### src/hw/rtl/mer_pkg.sv
// Shared types of the midpoint ellipse rasterizer: operation and region codes.
`default_nettype none

package mer_pkg;

   typedef enum logic {
      OP_LOAD = 1'b0,
      OP_STEP = 1'b1
   } op_type;

   typedef enum logic {
      REGION_ONE = 1'b0,
      REGION_TWO = 1'b1
   } region_type;

endpackage

`default_nettype wire

### src/hw/rtl/mer_req_if.sv
// Request channel of the midpoint ellipse rasterizer: load and step items.
`default_nettype none

interface mer_req_if #(
   parameter int RADIUS_BITS = 10,
   parameter int COORD_BITS  = 11
);
   logic                   valid;
   logic                   ready;
   mer_pkg::op_type        op;
   logic [COORD_BITS-1:0]  center_x;
   logic [COORD_BITS-1:0]  center_y;
   logic [RADIUS_BITS-1:0] radius_x;
   logic [RADIUS_BITS-1:0] radius_y;

   modport source (output valid, output op, output center_x, output center_y,
                   output radius_x, output radius_y, input ready);
   modport sink (input valid, input op, input center_x, input center_y,
                 input radius_x, input radius_y, output ready);
endinterface

`default_nettype wire

### src/hw/rtl/mer_rsp_if.sv
// Response channel of the midpoint ellipse rasterizer: one point set per step item.
`default_nettype none

interface mer_rsp_if #(
   parameter int COORD_BITS = 11
);
   logic                         valid;
   logic                         ready;
   logic signed [COORD_BITS+1:0] right_x;
   logic signed [COORD_BITS+1:0] left_x;
   logic signed [COORD_BITS+1:0] bottom_y;
   logic signed [COORD_BITS+1:0] top_y;
   mer_pkg::region_type          region;
   logic                         last;

   modport source (output valid, output right_x, output left_x, output bottom_y,
                   output top_y, output region, output last, input ready);
   modport sink (input valid, input right_x, input left_x, input bottom_y,
                 input top_y, input region, input last, output ready);
endinterface

`default_nettype wire

### src/hw/rtl/midpoint_ellipse_rasterizer.sv
// Midpoint ellipse rasterizer: a sequencer around one shared signed multiplier.
//
// Usage. Items arrive on req_if with a valid/ready handshake. A load item
// (op = OP_LOAD) gives the centre and both radii and starts a new ellipse; it
// returns nothing. Each step item (op = OP_STEP) returns one set of four
// symmetric points on rsp_if, with the region it belongs to and a last flag
// on the final set. Steps sent while no ellipse is active are dropped.
//
// Timing. req_if.ready is high only while the sequencer is idle. A load item
// occupies the block while the single multiplier forms three products, a step
// item while it forms two (ry^2*x and rx^2*y), and the one step that moves
// from region one to region two while it forms five more. Each product is
// issued in its own cycle and registered before use.
//
// Reset clears the sequencer, leaves no ellipse loaded and empties the output
// register. When the receiver stalls, a finished point set waits in the output
// register; the next item is still accepted and worked on, and its result is
// held until the output register is free.
`default_nettype none

module midpoint_ellipse_rasterizer #(
   parameter int RADIUS_BITS = 10,
   parameter int COORD_BITS  = 11
) (
   input  wire        clock,
   input  wire        reset,
   mer_req_if.sink    req_if,
   mer_rsp_if.source  rsp_if
);

   // Output coordinate, offset, multiplier operand and decision widths.
   localparam int OW = COORD_BITS + 2;
   localparam int FW = RADIUS_BITS + 2;
   localparam int MW = 2 * RADIUS_BITS + 6;
   localparam int DW = 4 * RADIUS_BITS + 8;
   localparam int SW = ((OW > FW) ? OW : FW) + 1;
   localparam int QW = 2 * RADIUS_BITS;

   typedef enum logic [3:0] {
      ST_IDLE,
      ST_L_RX2,
      ST_L_RY2,
      ST_L_T,
      ST_L_D,
      ST_S_PA,
      ST_S_PB,
      ST_S_UPD,
      ST_T_TX,
      ST_T_A,
      ST_T_YM,
      ST_T_B,
      ST_T_C,
      ST_T_D,
      ST_OUT
   } state_type;

   typedef enum logic [1:0] {
      PH_IDLE,
      PH_ONE,
      PH_TWO,
      PH_DONE
   } phase_type;

   state_type state_ff;
   phase_type phase_ff;

   logic [COORD_BITS-1:0]  cx_ff;
   logic [COORD_BITS-1:0]  cy_ff;
   logic [RADIUS_BITS-1:0] rx_ff;
   logic [RADIUS_BITS-1:0] ry_ff;
   logic [QW-1:0]          rx2_ff;
   logic [QW-1:0]          ry2_ff;
   logic signed [FW-1:0]   x_ff;
   logic signed [FW-1:0]   y_ff;
   logic signed [DW-1:0]   dec_ff;
   logic signed [DW-1:0]   prod_ff;
   logic signed [DW-1:0]   acc_ff;
   logic                   br_ff;

   logic signed [OW-1:0]   pend_right_ff;
   logic signed [OW-1:0]   pend_left_ff;
   logic signed [OW-1:0]   pend_bottom_ff;
   logic signed [OW-1:0]   pend_top_ff;
   mer_pkg::region_type    pend_region_ff;
   logic                   pend_last_ff;

   logic                   rsp_valid_ff;
   logic signed [OW-1:0]   rsp_right_ff;
   logic signed [OW-1:0]   rsp_left_ff;
   logic signed [OW-1:0]   rsp_bottom_ff;
   logic signed [OW-1:0]   rsp_top_ff;
   mer_pkg::region_type    rsp_region_ff;
   logic                   rsp_last_ff;

   // The shared multiplier. Its operands are chosen by the sequencer state and
   // its product is always registered in prod_ff.
   logic signed [MW-1:0]   mul_a;
   logic signed [MW-1:0]   mul_b;
   logic signed [2*MW-1:0] mul_full;

   logic signed [FW:0]     tx;
   logic signed [FW:0]     ym;
   logic signed [DW-1:0]   rx2_d;
   logic signed [DW-1:0]   ry2_d;

   assign tx    = (FW + 1)'(x_ff) + (FW + 1)'(x_ff) + (FW + 1)'(1);
   assign ym    = (FW + 1)'(y_ff) - (FW + 1)'(1);
   assign rx2_d = DW'(rx2_ff);
   assign ry2_d = DW'(ry2_ff);

   always_comb begin
      mul_a = '0;
      mul_b = '0;
      case (state_ff)
         ST_L_RX2: begin
            mul_a = MW'(rx_ff);
            mul_b = MW'(rx_ff);
         end
         ST_L_RY2: begin
            mul_a = MW'(ry_ff);
            mul_b = MW'(ry_ff);
         end
         ST_L_T: begin
            mul_a = MW'(rx2_ff);
            mul_b = MW'(ry_ff);
         end
         ST_S_PA: begin
            mul_a = MW'(ry2_ff);
            mul_b = MW'(x_ff);
         end
         ST_S_PB: begin
            mul_a = MW'(rx2_ff);
            mul_b = MW'(y_ff);
         end
         ST_T_TX: begin
            mul_a = MW'(tx);
            mul_b = MW'(tx);
         end
         ST_T_A: begin
            mul_a = MW'(ry2_ff);
            mul_b = prod_ff[MW-1:0];
         end
         ST_T_YM: begin
            mul_a = MW'(ym);
            mul_b = MW'(ym);
         end
         ST_T_B: begin
            mul_a = MW'(rx2_ff);
            mul_b = prod_ff[MW-1:0];
         end
         ST_T_C: begin
            mul_a = MW'(rx2_ff);
            mul_b = MW'(ry2_ff);
         end
         default: begin
            mul_a = '0;
            mul_b = '0;
         end
      endcase
   end

   assign mul_full = mul_a * mul_b;

   // Point set of the current offsets, wrapped to the output width.
   logic signed [SW-1:0] sum_right;
   logic signed [SW-1:0] sum_left;
   logic signed [SW-1:0] sum_bottom;
   logic signed [SW-1:0] sum_top;

   assign sum_right  = SW'(cx_ff) + SW'(x_ff);
   assign sum_left   = SW'(cx_ff) - SW'(x_ff);
   assign sum_bottom = SW'(cy_ff) + SW'(y_ff);
   assign sum_top    = SW'(cy_ff) - SW'(y_ff);

   // Offsets after one step. In region one x always advances and y follows
   // when the decision is not negative; in region two y always falls and x
   // follows when the decision is not positive.
   logic                 dec_neg;
   logic                 dec_pos;
   logic                 step_br;
   logic signed [FW-1:0] x_step;
   logic signed [FW-1:0] y_step;

   assign dec_neg = dec_ff[DW-1];
   assign dec_pos = !dec_ff[DW-1] && (dec_ff != '0);

   always_comb begin
      if (phase_ff == PH_TWO) begin
         step_br = dec_pos;
         y_step  = y_ff - FW'(1);
         x_step  = dec_pos ? x_ff : x_ff + FW'(1);
      end else begin
         step_br = !dec_neg;
         x_step  = x_ff + FW'(1);
         y_step  = dec_neg ? y_ff : y_ff - FW'(1);
      end
   end

   // Decision update from pa (ry^2*x, held in acc_ff) and pb (rx^2*y, in
   // prod_ff), both taken at the new offsets.
   logic signed [DW-1:0] pa8;
   logic signed [DW-1:0] pb8;
   logic signed [DW-1:0] upd_one;
   logic signed [DW-1:0] upd_two;
   logic                 one_holds;
   logic                 y_neg;

   assign pa8   = acc_ff <<< 3;
   assign pb8   = prod_ff <<< 3;
   assign y_neg = y_ff[FW-1];

   always_comb begin
      if (br_ff) begin
         upd_one = dec_ff + pa8 - pb8 + (ry2_d <<< 2);
         upd_two = dec_ff - pb8 + (rx2_d <<< 2);
      end else begin
         upd_one = dec_ff + pa8 + (ry2_d <<< 2);
         upd_two = dec_ff + pa8 - pb8 + (rx2_d <<< 2);
      end
   end

   assign one_holds = (acc_ff <= prod_ff) && !y_neg;

   always_ff @(posedge clock) begin
      if (reset) begin
         state_ff     <= ST_IDLE;
         phase_ff     <= PH_IDLE;
         rsp_valid_ff <= 1'b0;
      end else begin
         // In ST_OUT the output register is refilled below instead.
         if (rsp_valid_ff && rsp_if.ready && state_ff != ST_OUT) begin
            rsp_valid_ff <= 1'b0;
         end
         case (state_ff)
            ST_IDLE: begin
               if (req_if.valid) begin
                  if (req_if.op == mer_pkg::OP_LOAD) begin
                     cx_ff    <= req_if.center_x;
                     cy_ff    <= req_if.center_y;
                     rx_ff    <= req_if.radius_x;
                     ry_ff    <= req_if.radius_y;
                     x_ff     <= '0;
                     y_ff     <= FW'(req_if.radius_y);
                     state_ff <= ST_L_RX2;
                  end else if (phase_ff == PH_ONE || phase_ff == PH_TWO) begin
                     pend_right_ff  <= sum_right[OW-1:0];
                     pend_left_ff   <= sum_left[OW-1:0];
                     pend_bottom_ff <= sum_bottom[OW-1:0];
                     pend_top_ff    <= sum_top[OW-1:0];
                     pend_region_ff <= (phase_ff == PH_TWO) ? mer_pkg::REGION_TWO
                                                            : mer_pkg::REGION_ONE;
                     x_ff           <= x_step;
                     y_ff           <= y_step;
                     br_ff          <= step_br;
                     state_ff       <= ST_S_PA;
                  end
               end
            end
            ST_L_RX2: begin
               state_ff <= ST_L_RY2;
            end
            ST_L_RY2: begin
               rx2_ff   <= prod_ff[QW-1:0];
               state_ff <= ST_L_T;
            end
            ST_L_T: begin
               ry2_ff   <= prod_ff[QW-1:0];
               state_ff <= ST_L_D;
            end
            ST_L_D: begin
               // 4ry^2 - 4rx^2*ry + rx^2
               dec_ff   <= (ry2_d <<< 2) - (prod_ff <<< 2) + rx2_d;
               phase_ff <= PH_ONE;
               state_ff <= ST_IDLE;
            end
            ST_S_PA: begin
               state_ff <= ST_S_PB;
            end
            ST_S_PB: begin
               acc_ff   <= prod_ff;
               state_ff <= ST_S_UPD;
            end
            ST_S_UPD: begin
               if (phase_ff == PH_TWO) begin
                  dec_ff       <= upd_two;
                  pend_last_ff <= y_neg;
                  if (y_neg) begin
                     phase_ff <= PH_DONE;
                  end
                  state_ff <= ST_OUT;
               end else begin
                  dec_ff <= upd_one;
                  if (one_holds) begin
                     pend_last_ff <= 1'b0;
                     state_ff     <= ST_OUT;
                  end else if (y_neg) begin
                     pend_last_ff <= 1'b1;
                     phase_ff     <= PH_DONE;
                     state_ff     <= ST_OUT;
                  end else begin
                     pend_last_ff <= 1'b0;
                     state_ff     <= ST_T_TX;
                  end
               end
            end
            // Region two start: ry^2(2x+1)^2 + 4rx^2(y-1)^2 - 4rx^2*ry^2.
            ST_T_TX: begin
               state_ff <= ST_T_A;
            end
            ST_T_A: begin
               state_ff <= ST_T_YM;
            end
            ST_T_YM: begin
               acc_ff   <= prod_ff;
               state_ff <= ST_T_B;
            end
            ST_T_B: begin
               state_ff <= ST_T_C;
            end
            ST_T_C: begin
               acc_ff   <= acc_ff + (prod_ff <<< 2);
               state_ff <= ST_T_D;
            end
            ST_T_D: begin
               dec_ff   <= acc_ff - (prod_ff <<< 2);
               phase_ff <= PH_TWO;
               state_ff <= ST_OUT;
            end
            ST_OUT: begin
               if (!rsp_valid_ff || rsp_if.ready) begin
                  rsp_right_ff  <= pend_right_ff;
                  rsp_left_ff   <= pend_left_ff;
                  rsp_bottom_ff <= pend_bottom_ff;
                  rsp_top_ff    <= pend_top_ff;
                  rsp_region_ff <= pend_region_ff;
                  rsp_last_ff   <= pend_last_ff;
                  rsp_valid_ff  <= 1'b1;
                  state_ff      <= ST_IDLE;
               end
            end
            default: begin
               state_ff <= ST_IDLE;
            end
         endcase
      end
      prod_ff <= mul_full[DW-1:0];
   end

   assign req_if.ready    = (state_ff == ST_IDLE);
   assign rsp_if.valid    = rsp_valid_ff;
   assign rsp_if.right_x  = rsp_right_ff;
   assign rsp_if.left_x   = rsp_left_ff;
   assign rsp_if.bottom_y = rsp_bottom_ff;
   assign rsp_if.top_y    = rsp_top_ff;
   assign rsp_if.region   = rsp_region_ff;
   assign rsp_if.last     = rsp_last_ff;

endmodule

`default_nettype wire
### src/flat_wrapper.sv
// flat-port wrapper written by rule: the top's interface ports become plain ports
module midpoint_ellipse_rasterizer_flat 
#(
   parameter int RADIUS_BITS = 10,
   parameter int COORD_BITS  = 11
)
  (clock, reset, req_if_valid, req_if_op, req_if_center_x, req_if_center_y, req_if_radius_x, req_if_radius_y, req_if_ready, rsp_if_valid, rsp_if_right_x, rsp_if_left_x, rsp_if_bottom_y, rsp_if_top_y, rsp_if_region, rsp_if_last, rsp_if_ready);
  mer_req_if #(.RADIUS_BITS(RADIUS_BITS), .COORD_BITS(COORD_BITS)) req_if_i ();
  mer_rsp_if #(.COORD_BITS(COORD_BITS)) rsp_if_i ();
  input  wire clock;
  input  wire reset;
  input wire logic [$bits(req_if_i.valid)-1:0] req_if_valid;
  input wire logic [$bits(req_if_i.op)-1:0] req_if_op;
  input wire logic [$bits(req_if_i.center_x)-1:0] req_if_center_x;
  input wire logic [$bits(req_if_i.center_y)-1:0] req_if_center_y;
  input wire logic [$bits(req_if_i.radius_x)-1:0] req_if_radius_x;
  input wire logic [$bits(req_if_i.radius_y)-1:0] req_if_radius_y;
  output wire logic [$bits(req_if_i.ready)-1:0] req_if_ready;
  output wire logic [$bits(rsp_if_i.valid)-1:0] rsp_if_valid;
  output wire logic [$bits(rsp_if_i.right_x)-1:0] rsp_if_right_x;
  output wire logic [$bits(rsp_if_i.left_x)-1:0] rsp_if_left_x;
  output wire logic [$bits(rsp_if_i.bottom_y)-1:0] rsp_if_bottom_y;
  output wire logic [$bits(rsp_if_i.top_y)-1:0] rsp_if_top_y;
  output wire logic [$bits(rsp_if_i.region)-1:0] rsp_if_region;
  output wire logic [$bits(rsp_if_i.last)-1:0] rsp_if_last;
  input wire logic [$bits(rsp_if_i.ready)-1:0] rsp_if_ready;
  assign req_if_i.valid = req_if_valid;
  assign req_if_i.op = req_if_op;
  assign req_if_i.center_x = req_if_center_x;
  assign req_if_i.center_y = req_if_center_y;
  assign req_if_i.radius_x = req_if_radius_x;
  assign req_if_i.radius_y = req_if_radius_y;
  assign req_if_ready = req_if_i.ready;
  assign rsp_if_valid = rsp_if_i.valid;
  assign rsp_if_right_x = rsp_if_i.right_x;
  assign rsp_if_left_x = rsp_if_i.left_x;
  assign rsp_if_bottom_y = rsp_if_i.bottom_y;
  assign rsp_if_top_y = rsp_if_i.top_y;
  assign rsp_if_region = rsp_if_i.region;
  assign rsp_if_last = rsp_if_i.last;
  assign rsp_if_i.ready = rsp_if_ready;
  midpoint_ellipse_rasterizer #(.RADIUS_BITS(RADIUS_BITS), .COORD_BITS(COORD_BITS)) u_core (.clock(clock), .reset(reset), .req_if(req_if_i), .rsp_if(rsp_if_i));
endmodule
### config.mk
export PLATFORM = sky130hd
export DESIGN_NAME = midpoint_ellipse_rasterizer_flat
export DESIGN_NICKNAME = d
export VERILOG_FILES = /design/src/hw/rtl/mer_pkg.sv /design/src/hw/rtl/mer_req_if.sv /design/src/hw/rtl/mer_rsp_if.sv /design/src/hw/rtl/midpoint_ellipse_rasterizer.sv /design/src/flat_wrapper.sv
export SDC_FILE = /design/constraint.sdc
export NUM_CORES = 2
export LEC_CHECK = 0
export ABC_AREA = 1
export BUFFER_PORTS_ARGS = -buffer_cell sky130_fd_sc_hd__buf_4
export CAP_MARGIN = 20
export CORE_ASPECT_RATIO = 1.4
export CORE_MARGIN = 3
export CORE_UTILIZATION = 50
export DETAILED_ROUTE_END_ITERATION = 10
export MAX_ROUTING_LAYER = met4
export PLACE_DENSITY_LB_ADDON = 0.05
export SYNTH_ARGS = -nofsm -noshare
export SYNTH_HDL_FRONTEND = slang
export SYNTH_SLANG_ARGS = --single-unit
### constraint.sdc
create_clock -name clock -period 11 [get_ports clock]
set_input_delay 2.2 -clock clock [delete_from_list [all_inputs] [get_ports clock]]
set_output_delay 2.2 -clock clock [all_outputs]
set_load 0.01 [all_outputs]
==> metrics.cfg <==
[finish]
final_core_utilization_pct = 54.14
layout-drive-gt1-share_pct = 5.552
area_growth_pct = 7.304
ff_latch_area_sq_um = 10320
filler_cell_count = 12316
final_net_count = 9959
multi_input_area_sq_um = 43750

[worst_setup_path]
path_class = flop to flop
worst_ep_required_time_ns = 11.55
path_max_fanout = 31
reg2reg_from = u_core.state_ff[0]
rr_worst_depth = 27
ff2ff_setup_slack_ns = 1.34
critical_path.reg2reg.endpoint = u_core.prod_ff[40]
start_kind = flop
critPathMaxStageDelay_ns = 0.95
crit_path_end_kind = flop
critical_path_s_slowest_cell = sky130_fd_sc_hd__fa_1
cp_common_cell = sky130_fd_sc_hd__fa_1
worst_path_arrival_time_ns = 10.21

[routing]
first_pass_iters = 9
routed-wl-met2_um = 131000
met3_wirelength_um = 24280
route.detailed.drc = 0
post_drt_wl_per_cell_um = 27.34
detail_route.iter0.violations = 5864
ratio_of_routed_vias_to_standard_cells = 5.864
ant_nets = 0
drt-met1-wl_um = 95010
vias = 61063
dr.max_layer_used = met4
routed_wl_um = 284700

[min_path]
holdCritStartpoint = u_core.pend_bottom_ff[10]
timing.hold.worst_endpoint = u_core.rsp_if.bottom_y[10]
hold_class = flop to flop
hold-path-cell-count = 0

[sta]
max-slew-margin-rel_pct = 18.05
timing_hold_violations_final = 0
report.final.slew_viol_count = 0
worst_clock_skew_ns = 0.07622
clock.fmax_mhz = 103.5
final.min_clock_period_ns = 9.658
min_period_over_period_pct = 87.80
tns_ns = 0
setup_viol = 0
grt_setup_unrepaired = no
timing_worst_slew_pin_value_ns = 1.218
final_ws_setup_ns = 1.342

[floorplan]
initial_core_util_pct = 50.46
core-area_sq_um = 122700
ios = 103
num_rows = 152
floorplan.die_area_sq_um = 128100
chipWidth_um = 303.4
die_height_um = 422.3

[pwr]
total_power_mw = 13.13
powerDensity_nw_per_um2 = 197.6
power_frac_seq_pct = 15.4
clockPowerShare_pct = 11.8
swShare_pct = 59.27
cell_internal_pwr_mw = 5.346
vdd.ir_drop.worst_mv = 0.1689
p_sw_mw = 7.779
power.static_leakage_nw = 34.11
pwr-share-comb_pct = 72.8

[synthesis]
post-synth-top-area-fraction_pct = 20.89
syn_area_cell_sq_um = 7.139
seq_area_frac_synth_pct = 16.67
netlist_top_cells_area = sky130_fd_sc_hd__fa_1, sky130_fd_sc_hd__edfxtp_1, sky130_fd_sc_hd__nand2_1, sky130_fd_sc_hd__inv_1, sky130_fd_sc_hd__ha_1
yosys_warnings = 0
synth_ff_type = sky130_fd_sc_hd__edfxtp_1
synthDistinctLibCells = 67
ys_seq_elements = 362
nets_in_the_synthesized_netlist = 9909
ys_async_sr_fraction_pct = 0
post_synth_edffs = 307
area_leader_netlist = sky130_fd_sc_hd__fa_1
post_synth_inst_count = 8670
cell_area_after_synthesis_sq_um = 61890

[grt]
grt_overflow = 0
largest_net_degree_at_the_start_of_global_routing = 57
global_route.usage.total_pct = 46.35
via_count_of_the_first_global_routing_pass = 60683
grt_pass1_wl_um = 412400
antenna_found_initial = 34

[status]
status = completed

[placed_design]
preCtsSetupSlack_ns = 1.420
port_buffers = 102
dpl.hpwl_um = 232900
routabilityCongestion = 1.151

[clock_network]
clock-root-buffer = sky130_fd_sc_hd__clkbuf_16
numClockSinks = 362
cts_resized = 0
insertion_delay_ns = 0.69
cts-hold-fix-buffers = 0
cts-buffers-inserted = 41
tritoncts = done
cts.repair_timing.setup_buffer_count = 0
htree_num_levels = 2
cts.reportedPaths.clkPinSlew_ns = 0.13
cts.path.max_buffers = 3

[job]
max-cap-violations = 0

[how the worst max path moves through the flow]
stage | end | startpoint | slack [ns]
floorplan | u_core.prod_ff[45] | u_core.y_ff[1] | 2.98
global placement | u_core.prod_ff[45] | u_core.y_ff[1] | 1.56
detailed placement | u_core.prod_ff[46] | u_core.y_ff[1] | 1.42
CTS | u_core.prod_ff[46] | u_core.y_ff[1] | 1.38
global route | u_core.prod_ff[41] | u_core.state_ff[0] | 0.91
finish | u_core.prod_ff[40] | u_core.state_ff[0] | 1.34
[worst max-delay path: cells and delay by family, from the launching register on]
family	cells	cell delay, ns
AOI/OAI and AO/OA	3	0.77
xor gates and xnor gates	1	0.17
adders and majority gates	8	4.50
buffers and inverters	7	2.49
DFF	1	0.45
and+or+nand+nor	8	1.16
[cell usage after synthesis, drive strengths merged, types with 75 or more instances]
master  number
nand4       87
buf         75
o21ai      426
inv       1898
edfxtp     307
nor2       749
clkbuf     122
xor2       154
nand2     2049
ha         546
a21oi      601
nand3      419
fa         646
[area by class of cell]
| type | instances | share of cell area, % |
|---|---|---|
| multi-input combinational | 6201 | 65.87 |
| sequential | 362 | 15.54 |
| inverter | 1910 | 10.80 |
| tap | 1617 | 3.046 |
| timing repair buffer | 204 | 2.379 |
| clock buffer | 49 | 1.712 |
| clock inverter | 27 | 0.4898 |
| antenna | 43 | 0.1620 |
[state kept, by name (all words and copies together) (netlist names), 12 cells and up]
| register | cells |
|---|---|
| u_core.pend_bottom_ff | 12 |
| u_core.rsp_if.right_x | 12 |
| u_core.dec_ff | 48 |
| u_core.prod_ff | 48 |
| u_core.y_ff | 12 |
| u_core.pend_top_ff | 13 |
| u_core.rsp_if.bottom_y | 12 |
| u_core.rx2_ff | 20 |
| u_core.acc_ff | 48 |
| u_core.ry2_ff | 20 |
| u_core.x_ff | 12 |
| u_core.pend_left_ff | 13 |
| u_core.rsp_if.top_y | 13 |
| u_core.pend_right_ff | 12 |
| u_core.rsp_if.left_x | 13 |
[through the flow]
step	area, sq um	hold WS, ns	std cells
floorplan	61890	0.4003	8670
global route	66400	0.3747	10408
global placement	64700	0.4031	10287
detailed placement	64700	0.4045	10288
finish	66410	0.3729	10413
CTS	66170	0.4065	10364
[routing by layer]
layer | vias up | GRT usage (%)
met3 | 1321 | 14.05
met5 | - | -
li1 | 27451 | -
met1 | 28881 | 46.98
met4 | 0 | 43.61
met2 | 3410 | 70.75
[logic make-up after synthesis]
| family | Yosys count | synth area share [%] |
|---|---|---|
| multiplexers | 2 | 0.03638 |
| buffers and inverters | 2107 | 12.94 |
| AND/OR/NAND/NOR | 3477 | 23.52 |
| adder cells (fa/ha/maj) | 1192 | 31.93 |
| AO/OA/AOI/OAI | 1324 | 11.98 |
| flip-flops | 362 | 16.67 |
| XOR/XNOR | 206 | 2.915 |
[cell usage in the layout, fill, tap and decap left out, types with 23 or more instances in the layout]
| cell type | instances |
|---|---|
| sky130_fd_sc_hd__o21ai_0 | 401 |
| sky130_fd_sc_hd__o22ai_1 | 23 |
| sky130_fd_sc_hd__inv_1 | 1871 |
| sky130_fd_sc_hd__diode_2 | 43 |
| sky130_fd_sc_hd__nand2_1 | 2002 |
| sky130_fd_sc_hd__xor2_1 | 148 |
| sky130_fd_sc_hd__nor4_1 | 38 |
| sky130_fd_sc_hd__inv_2 | 25 |
| sky130_fd_sc_hd__or2_2 | 33 |
| sky130_fd_sc_hd__clkbuf_16 | 42 |
| sky130_fd_sc_hd__nand3_1 | 403 |
| sky130_fd_sc_hd__nor2_2 | 32 |
| sky130_fd_sc_hd__buf_4 | 197 |
| sky130_fd_sc_hd__o211ai_1 | 32 |
| sky130_fd_sc_hd__nand2_2 | 46 |
| sky130_fd_sc_hd__dfxtp_1 | 55 |
| sky130_fd_sc_hd__o21bai_1 | 40 |
| sky130_fd_sc_hd__o21a_1 | 24 |
| sky130_fd_sc_hd__a31oi_1 | 54 |
| sky130_fd_sc_hd__xnor2_1 | 51 |
| sky130_fd_sc_hd__edfxtp_1 | 307 |
| sky130_fd_sc_hd__fa_1 | 646 |
| sky130_fd_sc_hd__a21oi_1 | 597 |
| sky130_fd_sc_hd__nor2_1 | 704 |
| sky130_fd_sc_hd__nor3_1 | 63 |
| sky130_fd_sc_hd__nand4_1 | 86 |
| sky130_fd_sc_hd__ha_1 | 545 |
[power by group through the flow]
stage / registers, mW / logic (mW) / clock network [mW]
2_1_floorplan: 1.86 / 5.88 / 0
3_3_place_gp: 2.02 / 9.01 / 0
3_5_place_dp: 2.02 / 9.08 / 0
4_1_cts: 1.99 / 9.13 / 1.55
5_1_grt: 2.00 / 10.3 / 1.61
6_report: 2.02 / 9.56 / 1.55
Note: power is estimated with default switching activity, not from simulation.
